[config.mk]
export PLATFORM = sky130hd
export DESIGN_NAME = table_linear_interpolation
export DESIGN_NICKNAME = d
export VERILOG_FILES = /design/src/hw/rtl/tli_pkg.sv /design/src/hw/rtl/tli_ctrl.sv /design/src/hw/rtl/tli_dp.sv /design/src/hw/rtl/table_linear_interpolation.sv
export SDC_FILE = /design/constraint.sdc
export NUM_CORES = 2
export LEC_CHECK = 0
export BUFFER_PORTS_ARGS = -buffer_cell sky130_fd_sc_hd__buf_2
export CAP_MARGIN = 20
export CORE_AREA = 2 2 349 317
export DETAILED_ROUTE_END_ITERATION = 7
export DIE_AREA = 0 0 351 319
export PLACE_DENSITY = 0.93
export RECOVER_POWER = 50
export SYNTH_ARGS = -nofsm -noshare
export SYNTH_HDL_FRONTEND = slang
export SYNTH_HIERARCHICAL = 1
export SYNTH_SLANG_ARGS = --single-unit
export TNS_END_PERCENT = 10
[constraint.sdc]
create_clock -name clock -period 18.3 [get_ports clock]
set_input_delay 1.83 -clock clock [delete_from_list [all_inputs] [get_ports clock]]
set_output_delay 1.83 -clock clock [all_outputs]
set_load 0.01 [all_outputs]
[src/hw/rtl/tli_pkg.sv]
// ----------------------------------------------------------------------------
// tli_pkg
// Shared widths, result status codes and the command and status bundles
// that join the interpolation controller to its datapath.
// ----------------------------------------------------------------------------
package tli_pkg;

   localparam int WORD_W     = 32;
   localparam int STAT_W     = 3;
   localparam int REQ_DATA_W = 3 * WORD_W;
   localparam int CNT_W      = $clog2(WORD_W);

   localparam logic [STAT_W-1:0] STAT_INTERP = 3'd0;
   localparam logic [STAT_W-1:0] STAT_EXACT  = 3'd1;
   localparam logic [STAT_W-1:0] STAT_ABOVE  = 3'd2;
   localparam logic [STAT_W-1:0] STAT_BELOW  = 3'd3;
   localparam logic [STAT_W-1:0] STAT_EMPTY  = 3'd4;

   typedef struct packed {
      logic accept;
      logic snap;
      logic prep;
      logic mul;
      logic div_step;
      logic fin;
   } tli_cmd_type;

   typedef struct packed {
      logic need_div;
      logic div_last;
      logic out_free;
   } tli_stat_type;

endpackage

[src/hw/rtl/tli_ctrl.sv]
// ----------------------------------------------------------------------------
// tli_ctrl
// Sequencer: tracks points, then steps the datapath through bracket
// preparation, multiply and bit-serial divide when needed, and result hand-off.
// ----------------------------------------------------------------------------
module tli_ctrl (
   input  logic                 clock,
   input  logic                 reset,
   input  logic                 req_tvalid,
   input  logic                 req_tlast,
   output logic                 req_tready,
   input  tli_pkg::tli_stat_type stat,
   output tli_pkg::tli_cmd_type  cmd
);
   import tli_pkg::*;

   localparam logic [2:0] S_TRACK = 3'd0;
   localparam logic [2:0] S_PREP  = 3'd1;
   localparam logic [2:0] S_MUL   = 3'd2;
   localparam logic [2:0] S_DIV   = 3'd3;
   localparam logic [2:0] S_FIN   = 3'd4;

   logic [2:0] state_ff;
   logic [2:0] state_in;
   logic       accept;

   assign req_tready = (state_ff == S_TRACK);
   assign accept     = req_tvalid && req_tready;

   always_comb begin
      state_in     = state_ff;
      cmd          = '0;
      cmd.accept   = accept;
      cmd.snap     = accept && req_tlast;
      case (state_ff)
         S_TRACK: begin
            if (accept && req_tlast) begin
               state_in = S_PREP;
            end
         end
         S_PREP: begin
            cmd.prep = 1'b1;
            state_in = stat.need_div ? S_MUL : S_FIN;
         end
         S_MUL: begin
            cmd.mul  = 1'b1;
            state_in = S_DIV;
         end
         S_DIV: begin
            cmd.div_step = 1'b1;
            if (stat.div_last) begin
               state_in = S_FIN;
            end
         end
         S_FIN: begin
            if (stat.out_free) begin
               cmd.fin  = 1'b1;
               state_in = S_TRACK;
            end
         end
         default: begin
            state_in = S_TRACK;
         end
      endcase
   end

   always_ff @(posedge clock) begin
      if (reset) begin
         state_ff <= S_TRACK;
      end else begin
         state_ff <= state_in;
      end
   end

endmodule

[src/hw/rtl/tli_dp.sv]
// ----------------------------------------------------------------------------
// tli_dp
// Datapath: nearest-neighbor tracking, bracket snapshot, difference
// preparation, 32x32 multiply, restoring divider and output register.
// ----------------------------------------------------------------------------
module tli_dp (
   input  logic                                clock,
   input  logic                                reset,
   input  logic [tli_pkg::REQ_DATA_W-1:0]      req_tdata,
   input  tli_pkg::tli_cmd_type                cmd,
   output tli_pkg::tli_stat_type               stat,
   output logic                                rsp_tvalid,
   input  logic                                rsp_tready,
   output logic [tli_pkg::WORD_W-1:0]          rsp_tdata,
   output logic [tli_pkg::STAT_W-1:0]          rsp_tuser
);
   import tli_pkg::*;

   logic signed [WORD_W-1:0] q, px, py;

   logic                     bf_ff, af_ff, ef_ff;
   logic signed [WORD_W-1:0] bx_ff, by_ff, ax_ff, ay_ff, ey_ff;
   logic                     bf_in, af_in, ef_in;
   logic signed [WORD_W-1:0] bx_in, by_in, ax_in, ay_in, ey_in;

   logic                     sbf_ff, saf_ff, sef_ff;
   logic signed [WORD_W-1:0] sbx_ff, sby_ff, sax_ff, say_ff, sey_ff, sq_ff;

   logic [WORD_W-1:0]        dx_ff, dq_ff, mag_ff, selv_ff;
   logic                     neg_ff, need_div_ff;
   logic [STAT_W-1:0]        selst_ff;
   logic [WORD_W-1:0]        dx_in, dq_in, mag_in, selv_in;
   logic                     neg_in, need_div_in;
   logic [STAT_W-1:0]        selst_in;
   logic [WORD_W:0]          dx_full, dq_full, up_full, dn_full;

   logic [WORD_W-1:0]        rem_ff, lo_ff;
   logic [CNT_W-1:0]         cnt_ff;
   logic [WORD_W:0]          trial;
   logic                     ge;
   logic [WORD_W:0]          trial_sub;

   logic                     rsp_valid_ff;
   logic [WORD_W-1:0]        rsp_value_ff, res_value;
   logic [STAT_W-1:0]        rsp_status_ff;

   assign q  = req_tdata[WORD_W-1:0];
   assign px = req_tdata[2*WORD_W-1:WORD_W];
   assign py = req_tdata[3*WORD_W-1:2*WORD_W];

   always_comb begin
      bf_in = bf_ff; bx_in = bx_ff; by_in = by_ff;
      af_in = af_ff; ax_in = ax_ff; ay_in = ay_ff;
      ef_in = ef_ff; ey_in = ey_ff;
      if ((px < q) && (!bf_ff || (bx_ff < px))) begin
         bf_in = 1'b1; bx_in = px; by_in = py;
      end else if ((q < px) && (!af_ff || (px < ax_ff))) begin
         af_in = 1'b1; ax_in = px; ay_in = py;
      end else if (px == q) begin
         ef_in = 1'b1; ey_in = py;
      end
   end

   always_ff @(posedge clock) begin
      if (reset) begin
         bf_ff <= 1'b0;
         af_ff <= 1'b0;
         ef_ff <= 1'b0;
      end else if (cmd.snap) begin
         bf_ff <= 1'b0;
         af_ff <= 1'b0;
         ef_ff <= 1'b0;
      end else if (cmd.accept) begin
         bf_ff <= bf_in;
         af_ff <= af_in;
         ef_ff <= ef_in;
      end
   end

   always_ff @(posedge clock) begin
      if (cmd.accept) begin
         bx_ff <= bx_in; by_ff <= by_in;
         ax_ff <= ax_in; ay_ff <= ay_in;
         ey_ff <= ey_in;
      end
      if (cmd.snap) begin
         sbf_ff <= bf_in; sbx_ff <= bx_in; sby_ff <= by_in;
         saf_ff <= af_in; sax_ff <= ax_in; say_ff <= ay_in;
         sef_ff <= ef_in; sey_ff <= ey_in;
         sq_ff  <= q;
      end
   end

   assign dx_full = {sax_ff[WORD_W-1], sax_ff} - {sbx_ff[WORD_W-1], sbx_ff};
   assign dq_full = {sq_ff[WORD_W-1], sq_ff} - {sbx_ff[WORD_W-1], sbx_ff};
   assign up_full = {say_ff[WORD_W-1], say_ff} - {sby_ff[WORD_W-1], sby_ff};
   assign dn_full = {sby_ff[WORD_W-1], sby_ff} - {say_ff[WORD_W-1], say_ff};

   always_comb begin
      need_div_in = 1'b0;
      selv_in     = '0;
      selst_in    = STAT_INTERP;
      if (sef_ff) begin
         selv_in = sey_ff; selst_in = STAT_EXACT;
      end else if (!sbf_ff && saf_ff) begin
         selv_in = say_ff; selst_in = STAT_ABOVE;
      end else if (sbf_ff && !saf_ff) begin
         selv_in = sby_ff; selst_in = STAT_BELOW;
      end else if (!sbf_ff) begin
         selv_in = '0; selst_in = STAT_EMPTY;
      end else if (!(sbx_ff < sax_ff)) begin
         selv_in = sby_ff; selst_in = STAT_INTERP;
      end else begin
         need_div_in = 1'b1;
      end
      dx_in  = dx_full[WORD_W-1:0];
      neg_in = (say_ff < sby_ff);
      mag_in = neg_in ? dn_full[WORD_W-1:0] : up_full[WORD_W-1:0];
      if (!(sbx_ff < sq_ff)) begin
         dq_in = '0;
      end else if (!(sq_ff < sax_ff)) begin
         dq_in = dx_full[WORD_W-1:0];
      end else begin
         dq_in = dq_full[WORD_W-1:0];
      end
   end

   assign stat.need_div = need_div_in;

   always_ff @(posedge clock) begin
      if (cmd.prep) begin
         dx_ff       <= dx_in;
         dq_ff       <= dq_in;
         mag_ff      <= mag_in;
         neg_ff      <= neg_in;
         selv_ff     <= selv_in;
         selst_ff    <= selst_in;
         need_div_ff <= need_div_in;
      end
   end

   assign trial     = {rem_ff, lo_ff[WORD_W-1]};
   assign ge        = (trial >= {1'b0, dx_ff});
   assign trial_sub = trial - {1'b0, dx_ff};

   always_ff @(posedge clock) begin
      if (reset) begin
         cnt_ff <= '0;
      end else if (cmd.mul) begin
         cnt_ff <= CNT_W'(WORD_W - 1);
      end else if (cmd.div_step) begin
         cnt_ff <= cnt_ff - 1'b1;
      end
   end

   always_ff @(posedge clock) begin
      if (cmd.mul) begin
         {rem_ff, lo_ff} <= mag_ff * dq_ff;
      end else if (cmd.div_step) begin
         rem_ff <= ge ? trial_sub[WORD_W-1:0] : trial[WORD_W-1:0];
         lo_ff  <= {lo_ff[WORD_W-2:0], ge};
      end
   end

   assign stat.div_last = (cnt_ff == '0);
   assign stat.out_free = !rsp_valid_ff || rsp_tready;

   always_comb begin
      if (need_div_ff) begin
         res_value = neg_ff ? (sby_ff - lo_ff) : (sby_ff + lo_ff);
      end else begin
         res_value = selv_ff;
      end
   end

   always_ff @(posedge clock) begin
      if (reset) begin
         rsp_valid_ff <= 1'b0;
      end else if (cmd.fin) begin
         rsp_valid_ff <= 1'b1;
      end else if (rsp_tready) begin
         rsp_valid_ff <= 1'b0;
      end
   end

   always_ff @(posedge clock) begin
      if (cmd.fin) begin
         rsp_value_ff  <= res_value;
         rsp_status_ff <= need_div_ff ? STAT_INTERP : selst_ff;
      end
   end

   assign rsp_tvalid = rsp_valid_ff;
   assign rsp_tdata  = rsp_value_ff;
   assign rsp_tuser  = rsp_status_ff;

endmodule

[src/hw/rtl/table_linear_interpolation.sv]
// ----------------------------------------------------------------------------
// table_linear_interpolation
// Piecewise linear interpolation over a streamed, unsorted table of points.
// ----------------------------------------------------------------------------
// Table points are taken at one word per cycle while the sequencer is tracking; a word
// without tlast leaves it tracking. The word with tlast is followed, when both neighbors
// bracket the query, by prepare, multiply, 32 restoring divider steps and result hand-off,
// and by prepare and hand-off otherwise. Hand-off waits only while the output is held.
// The result stays in an output register, so following points stream while it waits.
// Synchronous active-high reset clears the neighbor flags, the sequencer and the output.
module table_linear_interpolation (
   input  logic                             clock,
   input  logic                             reset,
   input  logic                             req_tvalid,
   output logic                             req_tready,
   // [31:0] query_x, [63:32] point_x, [95:64] point_y
   input  logic [tli_pkg::REQ_DATA_W-1:0]   req_tdata,
   input  logic                             req_tlast,
   output logic                             rsp_tvalid,
   input  logic                             rsp_tready,
   // [31:0] value
   output logic [tli_pkg::WORD_W-1:0]       rsp_tdata,
   // [2:0] status
   output logic [tli_pkg::STAT_W-1:0]       rsp_tuser
);
   import tli_pkg::*;

   tli_cmd_type  cmd;
   tli_stat_type stat;

   tli_ctrl u_ctrl (
      .clock      (clock),
      .reset      (reset),
      .req_tvalid (req_tvalid),
      .req_tlast  (req_tlast),
      .req_tready (req_tready),
      .stat       (stat),
      .cmd        (cmd)
   );

   tli_dp u_dp (
      .clock      (clock),
      .reset      (reset),
      .req_tdata  (req_tdata),
      .cmd        (cmd),
      .stat       (stat),
      .rsp_tvalid (rsp_tvalid),
      .rsp_tready (rsp_tready),
      .rsp_tdata  (rsp_tdata),
      .rsp_tuser  (rsp_tuser)
   );

endmodule
After elaboration in Yosys (flattened, before gate mapping) --
Cells that the tools add are included.
Cells by class: add/subtract/negate cells 8, multiply operators 1, $lt $le $gt $ge 9, eq/ne operators 8, muxes and demuxes 51, reductions and logical operators 21
Operators by type and width (count):
- 32-bit two-way mux | 23
- 32-bit less-than comparator | 8
- 32-bit subtractor | 6
- 32-bit by 32-bit multiplier with 64-bit output | 1
- 33-bit by 32-bit >= comparator with 1-bit output | 1
- 32-bit adder | 1
- 32-bit == test | 1
- 1-bit two-way mux | 18
- 3-bit two-way mux | 5
- 3-bit one-hot mux with 5 select lines | 1
- 5-bit two-way mux | 2
- 3-bit by 2-bit == test with 1-bit output, second input constant | 2
- 1-bit logical AND | 6
- 2-bit inequality test, second input constant | 3
- 1-bit logical NOT | 5
- 5-bit logical NOT | 1
- 5-bit by 1-bit subtractor with 5-bit output, second input constant | 1
- 2-bit two-way mux | 2
- 2-bit nonzero test | 2
- 3-bit by 1-bit == test with 1-bit output, second input constant | 1
- 3-bit == test, second input constant | 1
- 3-bit logical NOT | 1
- 1-bit logical OR | 3
- 3-bit AND reduction | 1
- other kinds (2) | 2
Word-level totals: register bits 599, input bits 101, output and inout bits 37

Longest topological paths before layout --
word-level depth 8, gate-level depth with buffers 28, gate-level depth less buffers 26

Hierarchy --
Netlist, hierarchy kept.
By module, submodules not included:
- tli_dp | instances 1, cells an instance 6982, area an instance 69786.9 sq um, sequential area each 17807.1 sq um
- tli_ctrl | instances 1, cells an instance 27, area an instance 216.5 sq um, sequential area each 60.1 sq um

Worst setup path before layout --
No wires, ideal clock.
path type register -> register, start register u_ctrl.state_ff[1], end register u_dp.dq_ff[0] (enable), library setup time 0.814 ns, arrival time 10.053 ns, path slack 7.433 ns, stages on the path, launching flop included 3, clock period less this slack 10.867 ns, cells stage by stage dfxtp_1 -> buf_2 -> nor3b_1
RTL lines:
- from (decl) | line tli_ctrl.sv:23 | logic [2:0] state_ff;
- from (signal assigned) | line tli_ctrl.sv:71 | state_ff <= state_in;
- to (signal assigned) | line tli_dp.sv:133 | dq_ff <= dq_in;
- to (decl) | line tli_dp.sv:29 | logic [WORD_W-1:0] dx_ff, dq_ff, mag_ff, selv_ff;

Worst setup path in the final report --
start register u_dp.dq_ff[6], end register u_dp.rem_ff[23] (data pin)
On the way: longest elaborated chain between the ends 2
Ends and longest elaborated chain:
- 32-bit by 32-bit multiplier with 64-bit output | line tli_dp.sv:158 | {rem_ff, lo_ff} <= mag_ff * dq_ff;
- 32-bit two-way mux | line tli_dp.sv:157 | if (cmd.mul) begin
- to (signal assigned) | line tli_dp.sv:158
- to (signal assigned) | line tli_dp.sv:160 | rem_ff <= ge ? trial_sub[WORD_W-1:0] : trial[WORD_W-1:0];
- to (decl) | line tli_dp.sv:37 | logic [WORD_W-1:0] rem_ff, lo_ff;
No other way between the ends. A chain may end at the register's enable or synchronous reset.

==> summary.txt <==
Yosys
  – Fraction of the yosys area taken by sequential cells: 25.5%
  – Warning count from the yosys run: 6
  – Count of state elements after synthesis: 599
  – Syn Area/Cell: approximately 10 um2
  – Post-synth design cell area: about 70000 um2
  – Synth Net Count: 8595
  – Most frequent cells after synthesis: sky130_fd_sc_hd__inv_1 (1137), sky130_fd_sc_hd__fa_1 (902), sky130_fd_sc_hd__nand2_1 (693)
  – Leading register cell type out of synthesis: sky130_fd_sc_hd__edfxtp_1
  – Post-synth EDFFs: 587
  – Asr flop ratio synth: 0%
  – Count of mapped cells out of synthesis: between 7000 and 8000
  – Top-area cell type share of the netlist area: 25.8%
  – Most instantiated library cell after synthesis: sky130_fd_sc_hd__inv_1
  – Post-synth cell types: around 100
  – Dominant cell type by area after synthesis: sky130_fd_sc_hd__fa_1
  – Area contributors post-synth: sky130_fd_sc_hd__fa_1 (26%), sky130_fd_sc_hd__edfxtp_1 (25%), sky130_fd_sc_hd__ha_1 (10%)

Placement
  – IO Port Bufs: 137
  – Routability congestion estimate: roughly 1.0
  – Placement Setup Slack: 9.27 ns
  – Placed cell areas: 71800 um2
  – HPWL after detailed placement: 146 mm

Outcome
  – Outcome: complete, but fails checks
  – Failing checks: max-capacitance violations, max-slew violations

Worst hold path
  – Hold/Removal Path Class: reg -> reg
  – Worst Min Path Start: u_dp/ef_ff$_SDFFE_PP0P_
  – Cells on Worst Hold Path: 1

Floorplan
  – Starting density of the core: between 60 and 70%
  – Die height: 319 um
  – Count of pins on the block boundary: 138
  – Overall die width: between 300 and 400 um
  – Die area: 112000 um2
  – Core Footprint: about 110000 um2
  – Placement Rows: roughly 120

Setup path
  – Critical path startpoint category: register
  – Arrival time of data at the critical path endpoint: 9.74 ns
  – Beginning of the worst register-to-register path: u_dp/dq_ff[6]$_SDFFCE_PP0P_
  – Crit path capture type: register
  – Depth of the worst register-to-register path: 24
  – Critical Path Start: u_dp/dq_ff[6]$_SDFFCE_PP0P_
  – Crit path kind: reg -> reg
  – Worst endpoint required time: 18.49 ns
  – Maximum fanout along the worst path: 32

Finish
  – Reg area: between 15000 and 20000 um2
  – P&R area growth vs syn: 5.53%
  – Share of layout cells above drive strength 1: 6.57%
  – Number of nets in the layout: roughly 8500
  – Area of the multi-input gates: 46500 um2
  – Fillers: 7476
  – Final design instance area without fill: 73900 um2

Clock network
  – Clock transition at the register clock pins on the worst setup and hold paths after CTS: roughly 0.07 ns
  – Maximum level of the CTS H-tree: 2
  – TritonCTS clock tree: done
  – Clock sink total: 599
  – Post-CTS repair timing setup buffer count: 0
  – CTS Hold Bufs: 0
  – Post_cts resized: 0
  – Number of buffers created by CTS: 57
  – Clk Latency, worst-skew pair: 0.65 ns
  – Root buf cell: sky130_fd_sc_hd__clkbuf_16
  – Clk buf depth: 3

STA
  – Setup TNS Final: 0 ns
  – Worst max-slew margin expressed relative to the limit: -192%
  – Slew at the pin with the worst max-slew slack: 4.38 ns
  – Minimum clock period after layout: between 9 and 10 ns
  – Worst-case setup margin in the final layout: 8.75 ns
  – Final-report hold violation count: 0
  – Max Fclk: approximately 100 MHz
  – Fin crit share: between 50 and 60%
  – Max-slew violations: 726
  – Worst hold margin: 0.489 ns
  – Setup repair after global routing missed its margin: no
  – Number of setup violations in the final report: 0
  – Final clock skew: 0.0294 ns

Route
  – Post-detailed-route via-to-cell ratio: about 6.3
  – Routed wire length: just under 200 mm
  – Total via count after detailed routing: 53600
  – Remaining number of nets flagged by the antenna check after routing: 0
  – Drc violations: 0
  – Iteration-0 DRC Markers: 6805
  – Drt pass-1 iters: 8
  – Detailed-route wire length per cell: 23.1 um

Global routing
  – First-pass GRT wire length: 309 mm
  – Remaining global-route overflow: 0
  – Vias in the first global route: 56400
  – Maximum number of pins on one net before global-route repair: 86
  – Overall global routing resource usage: 35.4%
  – Initial antenna violation count: 5

Job
  – Max-cap violations: 13
==> metrics by stage <==
step,instances,utilization (%)
after floorplan,7009,-
after CTS,8454,68.1
after detailed placement,8347,66.2
final,8466,68.2
after global placement,8346,66.2
after global routing,8466,68.2
==> final cells by class <==
cell class | instances | area share, %
Tap cell | 1462 | 2.48
Timing Repair Buffer | 220 | 1.84
Antenna cell | 3 | 0.0102
Clock inverter | 46 | 0.804
Clock buffer | 61 | 1.95
Inverter | 1141 | 5.80
Sequential cell | 599 | 24.2
Multi-Input combinational cell | 4934 | 62.9
==> cells in the final DEF, fill, tap and decap left out, types with 175 or more instances in the layout <==
master,Yosys,final
sky130_fd_sc_hd__a21oi_1,315,315
sky130_fd_sc_hd__nor2_1,211,209
sky130_fd_sc_hd__edfxtp_1,587,587
sky130_fd_sc_hd__inv_1,1137,1137
sky130_fd_sc_hd__ha_1,583,583
sky130_fd_sc_hd__nand2_1,693,692
sky130_fd_sc_hd__and2_1,608,607
sky130_fd_sc_hd__o21ai_0,195,195
sky130_fd_sc_hd__mux2_2,178,175
sky130_fd_sc_hd__fa_1,902,902
==> path summary, 6_finish.rpt <==
path / slack (ns) / to
setup / recovery: 8.75 / u_dp/rem_ff[23]$_DFFE_PP_
hold reg to reg: 0.49 / u_dp/ef_ff$_SDFFE_PP0P_
setup reg to reg: 8.75 / u_dp/rem_ff[23]$_DFFE_PP_
hold / removal: 0.49 / u_dp/ef_ff$_SDFFE_PP0P_
==> worst max-delay path, stage by stage (launching register included) <==
cell and delay, ns:
sky130_fd_sc_hd__edfxtp_1 1.14, sky130_fd_sc_hd__and2_1 0.30, sky130_fd_sc_hd__fa_1 0.47, sky130_fd_sc_hd__fa_1 0.51, sky130_fd_sc_hd__fa_1 0.53, sky130_fd_sc_hd__inv_1 0.06
sky130_fd_sc_hd__fa_1 0.47, sky130_fd_sc_hd__inv_1 0.06, sky130_fd_sc_hd__fa_1 0.51, sky130_fd_sc_hd__inv_1 0.06, sky130_fd_sc_hd__fa_1 0.54, sky130_fd_sc_hd__inv_1 0.05
sky130_fd_sc_hd__fa_1 0.49, sky130_fd_sc_hd__fa_1 0.46, sky130_fd_sc_hd__ha_1 0.39, sky130_fd_sc_hd__nand2_1 0.14, sky130_fd_sc_hd__nor2_1 0.10, sky130_fd_sc_hd__a2111oi_0 0.59
sky130_fd_sc_hd__a21oi_1 0.16, sky130_fd_sc_hd__a211oi_1 0.95, sky130_fd_sc_hd__a21oi_1 0.29, sky130_fd_sc_hd__nor3_2 0.32, sky130_fd_sc_hd__o221ai_1 0.20, sky130_fd_sc_hd__xnor2_1 0.18
sky130_fd_sc_hd__a22oi_1 0.12
==> state kept, by name (all words and copies together) (netlist names), 5 cells and up <==
name and cells:
u_dp/bx_ff 32, u_dp/sey_ff 32, u_dp/ax_ff 32, u_dp/ay_ff 32, u_dp/cnt_ff 5, u_dp/sax_ff 32
u_dp/ey_ff 32, u_dp/say_ff 32, u_dp/dq_ff 32, u_dp/sbx_ff 32, u_dp/mag_ff 32, u_dp/rsp_tdata 32
u_dp/lo_ff 32, u_dp/sby_ff 32, u_dp/by_ff 32, u_dp/dx_ff 32, u_dp/sq_ff 32, u_dp/rem_ff 32
u_dp/selv_ff 32
==> per-layer routing <==
layer  up-vias  global-route usage [%]  share of wire (%)
met3       696                    8.72                 13
met5         -                       0                  0
met1     26300                    47.0                 37
met2      3788                    55.7                 46
li1      22800                       -                  -
met4         0                    15.0                4.7
==> kinds of logic (layout without fill, tap and decap cells) <==
logic type      after synthesis  in the layout  share of synthesized area (%)
compound gates             1065           1065                           9.89
xor+xnor                    217            217                           2.71
fa+ha+maj                  1485           1485                           36.2
buf+inv                    1476           1468                           8.09
flops                       599            599                           25.5
mux                         214            214                           3.39
other cells                   0              3                              0
simple gates               1953           1953                           14.2
Power is left out: the tool's default activity adds up to more than one toggle a clock period on the data nets, which glitch-free logic cannot reach.
